$ cat src/design/hwlu_pkg.sv
`timescale 1ns / 1ps
`default_nettype none

package hwlu_pkg;

  // Command codes on the request channel
  typedef enum logic [1:0] {
    CMD_PICK      = 2'd0,
    CMD_COMPLETED = 2'd1,
    CMD_FAILED    = 2'd2
  } cmd_e;

  localparam int CFG_BITS = 5;
  localparam logic [CFG_BITS-1:0] CFG_RESET = 5'd16;
  localparam int COUNT_BITS = 16;
  localparam logic [COUNT_BITS:0] HEALTH_WINDOW = 17'd10;

  typedef struct packed {
    logic [1:0] command;
    logic [3:0] backend_index;
  } req_item_t;

  typedef struct packed {
    logic [3:0]  chosen_backend;
    logic [1:0]  chosen_health;
    logic [31:0] chosen_weight;
  } rsp_item_t;

  // One status memory entry
  typedef struct packed {
    logic [1:0]            health;
    logic [COUNT_BITS-1:0] completed;
    logic [COUNT_BITS-1:0] failed;
  } stat_t;

  // Control into the minimum scan unit
  typedef struct packed {
    logic sample;
    logic first;
  } scan_ctl_t;

  // Weight step for a health level
  function automatic logic [6:0] weight_step(input logic [1:0] level);
    logic [6:0] step;
    case (level)
      2'd0:    step = 7'd1;
      2'd1:    step = 7'd2;
      2'd2:    step = 7'd8;
      default: step = 7'd64;
    endcase
    return step;
  endfunction

  // Saturating counter increment
  function automatic logic [COUNT_BITS-1:0] count_inc(input logic [COUNT_BITS-1:0] c);
    return (c == '1) ? c : c + 1'b1;
  endfunction

  // Health level step; counters clear on level change or window expiry
  function automatic stat_t health_eval(input stat_t s);
    stat_t               r;
    logic [COUNT_BITS:0] sum;
    logic                fire;
    r    = s;
    sum  = {1'b0, s.completed} + {1'b0, s.failed};
    fire = 1'b0;
    case (s.health)
      2'd0: begin
        if (s.failed != '0) begin
          r.health = 2'd1;
          fire     = 1'b1;
        end
      end
      2'd1: begin
        if (sum > HEALTH_WINDOW) begin
          fire = 1'b1;
          if (s.failed > s.completed) r.health = 2'd2;
          else if (s.failed == '0) r.health = 2'd0;
        end
      end
      2'd2: begin
        if (sum > HEALTH_WINDOW) begin
          fire = 1'b1;
          if (s.completed == '0) r.health = 2'd3;
          else if (s.completed > s.failed) r.health = 2'd1;
        end
      end
      default: begin
        if (s.completed != '0) begin
          r.health = 2'd2;
          fire     = 1'b1;
        end
      end
    endcase
    if (fire) begin
      r.completed = '0;
      r.failed    = '0;
    end
    return r;
  endfunction

endpackage

`default_nettype wire

$ cat src/design/hwlu_ram.sv
`timescale 1ns / 1ps
`default_nettype none

// Simple dual-port RAM, one write and one registered read port
module hwlu_ram #(
  parameter int WIDTH = 8,
  parameter int DEPTH = 16,
  localparam int AW = (DEPTH > 1) ? $clog2(DEPTH) : 1
) (
  input  wire logic             clk,
  input  wire logic             we,
  input  wire logic [AW-1:0]    waddr,
  input  wire logic [WIDTH-1:0] wdata,
  input  wire logic [AW-1:0]    raddr,
  output logic      [WIDTH-1:0] rdata
);

  logic [WIDTH-1:0] mem [DEPTH];

  always_ff @(posedge clk) begin
    if (we) begin
      mem[waddr] <= wdata;
    end
    rdata <= mem[raddr];
  end

endmodule

`default_nettype wire

$ cat src/design/hwlu_min_scan.sv
`timescale 1ns / 1ps
`default_nettype none

// Running minimum over weights streamed from memory; lowest index wins ties
module hwlu_min_scan import hwlu_pkg::*; #(
  parameter int IW = 4,
  parameter int WB = 32
) (
  input  wire logic      clk,
  input  wire scan_ctl_t ctl,
  input  wire logic [IW-1:0] idx,
  input  wire logic [WB-1:0] weight,
  output logic [IW-1:0]  best_idx,
  output logic [WB-1:0]  best_weight
);

  // strict less-than keeps the earlier index on ties
  always_ff @(posedge clk) begin
    if (ctl.sample && (ctl.first || weight < best_weight)) begin
      best_idx    <= idx;
      best_weight <= weight;
    end
  end

endmodule

`default_nettype wire

$ cat src/design/health_weighted_least_used_picker.sv
// Health-weighted least-used backend picker.
// Request channel (req_valid/req_stall/req): one command per transaction.
// A pick returns one response transaction on rsp_valid/rsp_stall/rsp; a
// completed or failed event only bumps that backend's counter.
// Configuration: cfg_we writes cfg_wdata (backends in use); the user must
// write it only while idle, which the block does not enforce. A pick
// reads the weight memory once per backend in use, one per cycle, then
// the status entry of the winner is read, updated and written back
// together with its weight as the response is loaded. Completed/failed
// events read, modify and write the status memory; an unused command is
// taken and dropped without making the block busy.
// One item is in flight at a time; req_stall is high while it is.
// A finished response sits in the output register; while rsp_stall holds
// it, new requests are still taken, and a following pick waits in its
// update step until the register frees.
// Reset (synchronous) returns all weights to 1, health and counters to 0
// through per-entry valid bits, sets backends in use to 16, and drops any
// pending response.
`timescale 1ns / 1ps
`default_nettype none

module health_weighted_least_used_picker import hwlu_pkg::*; #(
  parameter int MAX_BACKENDS = 16,
  parameter int WEIGHT_BITS  = 32
) (
  input  wire logic                clk,
  input  wire logic                rst,
  input  wire logic                req_valid,
  output logic                     req_stall,
  input  wire req_item_t           req,
  output logic                     rsp_valid,
  input  wire logic                rsp_stall,
  output rsp_item_t                rsp,
  input  wire logic                cfg_we,
  input  wire logic [CFG_BITS-1:0] cfg_wdata
);

  localparam int IW = $clog2(MAX_BACKENDS);
  localparam int WB = WEIGHT_BITS;
  localparam int SB = $bits(stat_t);
  localparam logic [8:0] MAXN = 9'(MAX_BACKENDS);

  typedef enum logic [2:0] {
    S_IDLE, S_CNT_RD, S_CNT_WR, S_SCAN, S_LAST, S_STAT_RD, S_UPD
  } state_t;

  state_t              state;
  logic [CFG_BITS-1:0] cfg;
  logic [IW-1:0]       ev_idx;
  logic                ev_fail;
  logic [IW-1:0]       scan_idx;
  logic [IW-1:0]       last_idx;
  logic                smp;
  logic                smp_first;
  logic [IW-1:0]       smp_idx;
  logic [MAX_BACKENDS-1:0] wt_vld;
  logic [MAX_BACKENDS-1:0] st_vld;
  logic                w_rd_vld;
  logic                s_rd_vld;

  logic            accept;
  logic            out_free;
  logic [8:0]      n_cfg;
  logic [IW-1:0]   last_cfg;
  logic            idx_ok;
  logic            w_we;
  logic [WB-1:0]   w_rdata;
  logic [WB-1:0]   w_wdata;
  logic            s_we;
  logic [IW-1:0]   s_raddr;
  logic [SB-1:0]   s_rdata;
  logic [SB-1:0]   s_wdata;
  stat_t           st_cur;
  stat_t           st_upd;
  stat_t           st_cnt;
  scan_ctl_t       scan_ctl;
  logic [WB-1:0]   scan_w;
  logic [IW-1:0]   best_idx;
  logic [WB-1:0]   best_w;
  logic [WB-1:0]   inc_w;
  logic [WB-1:0]   max_w;

  assign req_stall = (state != S_IDLE);
  assign accept    = req_valid && !req_stall;
  assign out_free  = !rsp_valid || !rsp_stall;

  // Clamp backends in use to 1..MAX_BACKENDS and turn it into a last index
  always_comb begin
    n_cfg = 9'(cfg);
    if (n_cfg == '0) begin
      last_cfg = '0;
    end else if (n_cfg > MAXN) begin
      last_cfg = IW'(MAX_BACKENDS - 1);
    end else begin
      last_cfg = IW'(n_cfg - 9'd1);
    end
  end

  assign idx_ok = (9'(req.backend_index) < MAXN);

  // Status entry: invalid entries read as the reset value
  assign s_raddr = (state == S_CNT_RD || state == S_CNT_WR) ? ev_idx : best_idx;
  assign st_cur  = s_rd_vld ? stat_t'(s_rdata) : stat_t'('0);

  // Counter event
  always_comb begin
    st_cnt = st_cur;
    if (ev_fail) begin
      st_cnt.failed = count_inc(st_cur.failed);
    end else begin
      st_cnt.completed = count_inc(st_cur.completed);
    end
  end

  // Pick update: health first, then weight step by new level
  assign st_upd = health_eval(st_cur);
  assign inc_w  = WB'(weight_step(st_upd.health));
  assign max_w  = '1;
  assign w_wdata = (best_w > max_w - inc_w) ? max_w : best_w + inc_w;

  assign w_we    = (state == S_UPD) && out_free;
  assign s_we    = w_we || (state == S_CNT_WR);
  assign s_wdata = (state == S_CNT_WR) ? SB'(st_cnt) : SB'(st_upd);

  // Memories
  hwlu_ram #(.WIDTH(WB), .DEPTH(MAX_BACKENDS)) u_wt_ram (
    .clk   (clk),
    .we    (w_we),
    .waddr (best_idx),
    .wdata (w_wdata),
    .raddr (scan_idx),
    .rdata (w_rdata)
  );

  hwlu_ram #(.WIDTH(SB), .DEPTH(MAX_BACKENDS)) u_st_ram (
    .clk   (clk),
    .we    (s_we),
    .waddr (s_raddr),
    .wdata (s_wdata),
    .raddr (s_raddr),
    .rdata (s_rdata)
  );

  // Minimum scan over the weight stream
  assign scan_ctl.sample = smp;
  assign scan_ctl.first  = smp_first;
  assign scan_w = w_rd_vld ? w_rdata : WB'(1);

  hwlu_min_scan #(.IW(IW), .WB(WB)) u_scan (
    .clk         (clk),
    .ctl         (scan_ctl),
    .idx         (smp_idx),
    .weight      (scan_w),
    .best_idx    (best_idx),
    .best_weight (best_w)
  );

  // Valid bits and their registered read copies
  always_ff @(posedge clk) begin
    w_rd_vld <= wt_vld[scan_idx];
    s_rd_vld <= st_vld[s_raddr];
    if (rst) begin
      wt_vld <= '0;
      st_vld <= '0;
    end else begin
      if (w_we) wt_vld[best_idx] <= 1'b1;
      if (s_we) st_vld[s_raddr]  <= 1'b1;
    end
  end

  // Configuration register
  always_ff @(posedge clk) begin
    if (rst) begin
      cfg <= CFG_RESET;
    end else if (cfg_we) begin
      cfg <= cfg_wdata;
    end
  end

  // Sequencer and response register
  always_ff @(posedge clk) begin
    if (rst) begin
      state     <= S_IDLE;
      smp       <= 1'b0;
      rsp_valid <= 1'b0;
    end else begin
      // the update step reloads the register itself when it frees
      if (rsp_valid && !rsp_stall && state != S_UPD) rsp_valid <= 1'b0;
      smp <= (state == S_SCAN);
      unique case (state)
        S_IDLE: begin
          if (accept) begin
            ev_idx   <= IW'(req.backend_index);
            ev_fail  <= (req.command == CMD_FAILED);
            scan_idx <= '0;
            last_idx <= last_cfg;
            if (req.command == CMD_PICK) begin
              state <= S_SCAN;
            end else if ((req.command == CMD_COMPLETED || req.command == CMD_FAILED)
                         && idx_ok) begin
              state <= S_CNT_RD;
            end
          end
        end
        S_CNT_RD: state <= S_CNT_WR;
        S_CNT_WR: state <= S_IDLE;
        S_SCAN: begin
          smp_idx   <= scan_idx;
          smp_first <= (scan_idx == '0);
          if (scan_idx == last_idx) begin
            state <= S_LAST;
          end else begin
            scan_idx <= scan_idx + 1'b1;
          end
        end
        S_LAST:    state <= S_STAT_RD;
        S_STAT_RD: state <= S_UPD;
        S_UPD: begin
          if (out_free) begin
            rsp_valid          <= 1'b1;
            rsp.chosen_backend <= 4'(best_idx);
            rsp.chosen_health  <= st_upd.health;
            rsp.chosen_weight  <= 32'(w_wdata);
            state              <= S_IDLE;
          end
        end
        default: state <= S_IDLE;
      endcase
    end
  end

endmodule

`default_nettype wire

$ cat config.mk
export PLATFORM = sky130hd
export DESIGN_NAME = health_weighted_least_used_picker
export DESIGN_NICKNAME = d
export VERILOG_FILES = /design/src/design/hwlu_pkg.sv /design/src/design/hwlu_ram.sv /design/src/design/hwlu_min_scan.sv /design/src/design/health_weighted_least_used_picker.sv
export SDC_FILE = /design/constraint.sdc
export NUM_CORES = 1
export LEC_CHECK = 0
export BUFFER_PORTS_ARGS = -buffer_cell sky130_fd_sc_hd__buf_2
export CAP_MARGIN = 20
export CORE_MARGIN = 3
export CORE_UTILIZATION = 45
export CTS_CLUSTER_SIZE = 30
export DETAILED_ROUTE_END_ITERATION = 12
export GPL_TIMING_DRIVEN = 0
export PLACE_DENSITY = 0.63
export SLEW_MARGIN = 40
export SYNTH_ARGS = -nofsm -noshare
export SYNTH_HDL_FRONTEND = slang
export SYNTH_SLANG_ARGS = --single-unit
export TNS_END_PERCENT = 50
$ cat constraint.sdc
create_clock -name clk -period 8.38 [get_ports clk]
set_clock_uncertainty 0.15 [all_clocks]
set_input_delay 0.419 -clock clk [delete_from_list [all_inputs] [get_ports clk]]
set_output_delay 0.419 -clock clk [all_outputs]
set_load 0.02 [all_outputs]
# == Yosys cells after proc, flatten, opt, wreduce, memory -nomap -nowiden ==
# Memory sizes are Yosys's and may differ from the RTL's. A register that Yosys moved wholly into a read port is not among the register bits.
# Index checks and enable logic that the tools add are counted.
# totals
mem_count,2
regBits,136
inputBits,16
ram_bits,1056
elab_cells,145
# mem_list
name,words,width,read_ports,rd_ports_with_merged_regs,wr,line_no,rtl
u_st_ram.mem,16,34,1,1,1,hwlu_ram.sv:18,logic [WIDTH-1:0] mem [DEPTH];
u_wt_ram.mem,16,32,1,1,1,hwlu_ram.sv:18,
# classes
bitwise_logic,3
n_eq_ne,21
reduce_logical,33
n_mux,49
order_cmp,11
add_sub_neg,7
# op_table
op,count
two-way mux 32 bit,3
two-way mux 34 bit,2
two-way mux 16 bit,4
"adder 16 x 1 -> 16 bit, second input constant",2
adder 32 x 7 -> 32 bit,1
"equality test 16 bit, second input constant",2
> comparator 16 bit,2
> comparator 32 bit,1
zero test 16 bit,2
< comparator 32 bit,1
bitwise OR 16 bit,2
nonzero test 16 bit,2
one-hot mux 7 bit (3 select lines),1
one-hot mux 3 bit (6 select lines),1
adder 16 x 16 -> 17 bit,1
"> comparator 17 x 4 -> 1 bit, second input constant",1
two-way mux 2 bit,8
two-way mux 4 bit,4
"< comparator 4 x 5 -> 1 bit, second input constant",3
two-way mux 3 bit,5
two-way mux 1 bit,14
"equality test 3 bit, second input constant",3
"subtractor 1 x 8 -> 9 bit, first input constant",1
binary-select mux 1 bit (select 4 bit),2
other kinds (30),56

# == Logic depth before layout (Yosys ltp) ==
# logic_depth
word_depth,11
mapped_depth,33
depth_no_buf,27

# == Hierarchy ==
# From an unflattened synthesis, not the netlist that was laid out.
# unflattened
hier_cells,2875
area_unflattened_um2,50946.4
# modules_own_cells
module,area_per_inst_um2,cells_per_inst,seq_area_each_um2,instances
hwlu_ram at u_st_ram,21076.5,888,17016.3,1
hwlu_ram at u_wt_ram,19835.3,838,16015.4,1
health_weighted_least_used_picker,8145.3,1002,2562.5,1
hwlu_min_scan,1889.3,147,1081.0,1

# == Least setup slack after synthesis ==
# OpenSTA, ideal clock, no wires.
# synth_timing
path_type,reg-to-reg
start,register s_rd_vld
end,"register rsp[25] in the netlist's numbering, data pin"
stages_incl_launch_ff,29
path_buffers,6
setup_slack_ns,0.780
setup_time_ns,0.338
synth_period_minus_slack_ns,7.600
arrival_ns,7.113
cell_sequence,dfxtp_1 buf_2 clkbuf_1 clkbuf_1 clkbuf_1 clkbuf_1 clkbuf_1 nand2_1 ha_1 nand2b_1 a221oi_1 or3_1 o22ai_1 or4_1 or4_4 nor4_4 nor3b_1 a211o_1 and2_1 ha_1 a21oi_1 nor2_1 o2111ai_1 nand2b_1 nand3_1 nor2_1 and2_1 and3_1 o21ai_0
# synth_between
elab_chain_cells,11
word_cells_on_any_way,29
classes_between,add/sub: 3; order compare: 4; eq/ne: 4; mux: 12; reduce/logical: 6
# synth_lines
element,line_no,rtl
start: declaration,health_weighted_least_used_picker.sv:59,logic s_rd_vld;
start signal: assignment,health_weighted_least_used_picker.sv:161,s_rd_vld <= st_vld[s_raddr];
two-way mux 34 bit (*),health_weighted_least_used_picker.sv:103,assign st_cur = s_rd_vld ? stat_t'(s_rdata) : stat_t'('0);
branches (longest 4 deep; another with adder 16 x 16 -> 17 bit),n/a,
one-hot mux 2 bit (3 select lines) (*),hwlu_pkg.sv:67,case (s.health)
equality test 2 bit (tied with other cells),hwlu_pkg.sv:45,case (level)
one-hot mux 7 bit (3 select lines) (*),hwlu_pkg.sv:45,
subtractor 1 x 8 -> 9 bit,health_weighted_least_used_picker.sv:119,assign w_wdata = (best_w > max_w - inc_w) ? max_w : best_w + inc_w;
> comparator 32 bit,health_weighted_least_used_picker.sv:119,
two-way mux 32 bit (*),health_weighted_least_used_picker.sv:119,
named net u_wt_ram.wdata[25],hwlu_ram.sv:13,"input wire logic [WIDTH-1:0] wdata,"
end: declaration,health_weighted_least_used_picker.sv:33,"output rsp_item_t rsp,"
# Mark *: on every way through the listed nets, which the timed path passes.
# A chain may end at the register's enable or synchronous reset.

# == Final worst setup path ==
# layout_timing
start,register s_rd_vld
end,"memory u_wt_ram.mem[2][22] in the netlist's numbering, data pin"
# layout_between
elab_chain_cells,11
word_cells_on_any_way,29
classes_between,add/sub: 3; order compare: 4; eq/ne: 4; mux: 12; reduce/logical: 6
# layout_lines
element,line_no
two-way mux 34 bit (*),health_weighted_least_used_picker.sv:103
branches (longest 4 deep; another with adder 16 x 16 -> 17 bit),n/a
one-hot mux 2 bit (3 select lines) (*),hwlu_pkg.sv:67
equality test 2 bit (tied with other cells),hwlu_pkg.sv:45
one-hot mux 7 bit (3 select lines) (*),hwlu_pkg.sv:45
subtractor 1 x 8 -> 9 bit,health_weighted_least_used_picker.sv:119
> comparator 32 bit,health_weighted_least_used_picker.sv:119
two-way mux 32 bit (*),health_weighted_least_used_picker.sv:119
named net u_wt_ram.wdata[22],hwlu_ram.sv:13
end: declaration,hwlu_ram.sv:18
# Marks and branches as above.

==> flow_summary.ini <==
[outcome]
status = completed

[sta]
rsz0062_at_grt = false
final.min_clock_period_ns = 7.85
holdWs_ns = 0.0838
report.final.setup_viol = 0
setup_slack_ns = 0.527
finalSetupTns_ns = 0
layout_worst_path_cycle_share_pct = 93.7
maxSlewHeadroom_pct = 42.0
hold_viol_final = 0
achievable_clock_frequency_mhz = 127
drv_slew = 0
worst_slew_pin_slew_ns = 0.870

[floorplanning]
initial_utilization_pct = 45.7
core.rowCount = 122
die_area_um2 = 117000
coreArea_um2 = 112000
die_h_um = 343
ios = 56
floorplan.die.width_um = 343

[drt]
vias_per_std_cell = 5.94
drc_errors = 0
routed_wire_length_on_met3_mm = 11.9
drtPass1Iterations = 5
dr_total_vias = 28529
route.antenna.remaining_nets = 0
topRoutingLayerUsed = met4
route.met2.wl_mm = 60.7
wl_met1_mm = 55.2
drt-wirelength-per-cell_um = 27.3
detail_route.wirelength_mm = 131
first_iter_violations = 3192

[clock_network]
cts_sinks = 1258
insertion_delay_ns = 0.75
tritoncts.num_buffers = 131
worst_setup_hold_path_clk_slew_ns = 0.06
cts_setup_buffers = 0
clockRootBuffer = clkbuf_16
max-clock-path-buffers = 3
cts.htree.levels = 4
tritoncts = yes

[global_route]
track_usage_pct = 22.6
pin_count_of_the_biggest_net_entering_global_routing = 26
grt_remaining_overflow = 0
grt_first_pass_wirelength_mm = 194
antenna_found_initial = 4
grt_pass1_vias = 29177

[setup_path]
worstSetupEndpointType = register
worst_setup_path_start_kind = register
critical_path_peak_fanout = 28
worst-endpoint-required_ns = 8.55
reg2reg_slack_ns = 0.53
critPathSlowestCell = or4_4
critPathArrivalTime_ns = 8.02
worstRegToRegCells = 26
cp_slowest_stage_delay_ns = 0.56
worst-setup-path-type = register to register
reg2reg_to = u_wt_ram.mem[2][22]$_DFFE_PP_
crit-reg2reg-launch = s_rd_vld$_DFF_P_

[synth]
ys_top_cells_by_count = edfxtp_1, mux4_2, nand2_1, nor2_1, dfxtp_1
top_area_cell_type_share_of_the_netlist_area_pct = 67.6
post_synth_edffs = 1148
mappedNetlistArea_um2 = 51000
synth_ff_type = edfxtp_1
seq_area_frac_synth_pct = 71.9
synth_area_per_cell_um2 = 17.8
synth-seq-cells = 1258
async_flop_share_pct = 0
post_synth_inst_count = 2859
synth_area_leader_cell = edfxtp_1
synth_area_leaders = edfxtp_1, mux4_2, dfxtp_1, nand2_1, ha_1
ys.warnings.count = 0
post-synth-top-count-cell = edfxtp_1
synthDistinctLibCells = 87
post_synthesis_net_count = 2947

[power]
power.density_cell_area_nw_per_um2 = 283
internal_power_w = 0.0119
total_leakage_power_nw = 20.3
p_sw_w = 0.00494
irDropWorstVdd_mv = 0.302
share_comb_of_total_power_pct = 21.1
power_frac_clock_pct = 33.2
power_switching_share_pct = 29.3
power.share.sequential_pct = 45.7

[placed_design]
routabilityCongestion = 0.874
dp_slack_ns = -1.85
place_hpwl_mm = 92.7
placement.io_buffers = 53
post-place-cells = 4551

[finish]
layout.nets = 3292
layout.cells.non_filler = 4800
fillers = 8694
area_growth_pct = 16.9
post_route_cells_drive_above_1_share_pct = 26.9

[worst_hold_path]
min_delay_path_depth = 2
min_to = st_vld[14]$_SDFFE_PP0N_
timing.hold.worst.start = rst
timing.hold.worst.class = input port to register

[flow_run]
reported_max_cap_violation_count = 0
## sequential cells by signal (all words and copies together), names as in the netlist, 5 cells and up
signal / flops
u_st_ram.mem: 544
u_wt_ram.mem: 512
rsp: 38
u_st_ram.rdata: 34
u_scan.best_weight: 32
u_wt_ram.rdata: 32
st_vld: 16
wt_vld: 16
cfg: 5
## power by group through the flow
stage | clock network [W] | registers (W) | logic, W
after floorplan | 0 | 0.00773 | 0.00222
after global placement | 0 | 0.00785 | 0.00325
after detailed placement | 0 | 0.00784 | 0.00346
after CTS | 0.00572 | 0.00771 | 0.00350
after global routing | 0.00598 | 0.00772 | 0.00384
final | 0.00561 | 0.00772 | 0.00356
## area by class of cell
type | instances | area [um2] | share of cell area (%)
Sequential cell | 1258 | 36700 | 61.5
Multi-Input combinational cell | 1386 | 14000 | 23.4
Clock buffer | 177 | 3560 | 5.98
Timing Repair Buffer | 216 | 2020 | 3.38
Tap cell | 1488 | 1860 | 3.12
Buffer | 140 | 653 | 1.10
Clock inverter | 61 | 618 | 1.04
Inverter | 71 | 267 | 0.447
Antenna cell | 3 | 7.51 | 0.0126
## timing repair
action | in CTS | in global routing
resized for setup | 22 | 25
hold buffers | 12 | 0
endpoints found under the setup margin | 544 | 459
pin swaps | 0 | 1
hold endpoints to repair | 11 | 0
## worst max path at each step
stage / startpoint / endpoint / slack, ns / depth (start not counted)
2_1_floorplan: s_rd_vld$_DFF_P_ / rsp[25]$_DFFE_PP_ / 0.78 / 28
5_1_grt: s_rd_vld$_DFF_P_ / u_wt_ram.mem[1][26]$_DFFE_PP_ / 0.1 / 27
6_report: s_rd_vld$_DFF_P_ / u_wt_ram.mem[2][22]$_DFFE_PP_ / 0.53 / 26
3_3_place_gp: s_rd_vld$_DFF_P_ / u_wt_ram.mem[0][25]$_DFFE_PP_ / -2.28 / 29
4_1_cts: s_rd_vld$_DFF_P_ / u_wt_ram.mem[3][27]$_DFFE_PP_ / 0.01 / 30
3_5_place_dp: s_rd_vld$_DFF_P_ / rsp[26]$_DFFE_PP_ / -1.85 / 32
## per-layer routing
layer / global-route usage, % / up-vias
li1: - / 12086
met4: 6.17 / 0
met1: 32.6 / 14908
met2: 34.8 / 1323
met5: 0 / -
met3: 5.13 / 212
## logic make-up after synthesis
kind of cell | synth area share [%]
AO/OA/AOI/OAI | 3.30
flip-flops | 71.9
buffers and inverters | 1.71
AND/OR/NAND/NOR | 6.77
multiplexers | 13.8
adder cells (fa/ha/maj) | 1.78
XOR/XNOR | 0.765
## worst max-delay path, delay by kind of cell (launching register included)
kind,cells,cell delay [ns]
AND/OR/NAND/NOR,12,3.07
buffers and inverters,6,1.28
adder cells (fa/ha/maj),3,1.14
flip-flops,1,0.47
AO/OA/AOI/OAI,4,1.16
XOR/XNOR,1,0.13
## per-stage QoR
step,instance area [um2],total power (W),utilization [%]
after floorplan,51000,0.00996,-
after global placement,53100,0.0111,47.6
after detailed placement,55200,0.0113,49.4
after CTS,59500,0.0169,53.3
after global routing,59600,0.0175,53.4
final,59600,0.0169,53.4
## layout by cell type, fill, tap and decap left out, drive strengths merged, types with 22 or more instances in the layout
master     n
edfxtp  1148
mux4     305
clkbuf   270
nand2    253
buf      251
nor2     127
dfxtp    110
inv       79
ha        71
and2      58
and3      58
o21ai     49
nand3     45
clkinv    43
a21oi     41
a31oi     39
nor3      37
nand4     31
xnor2     31
nor4      22
Note: power is estimated with default switching activity, not from simulation.
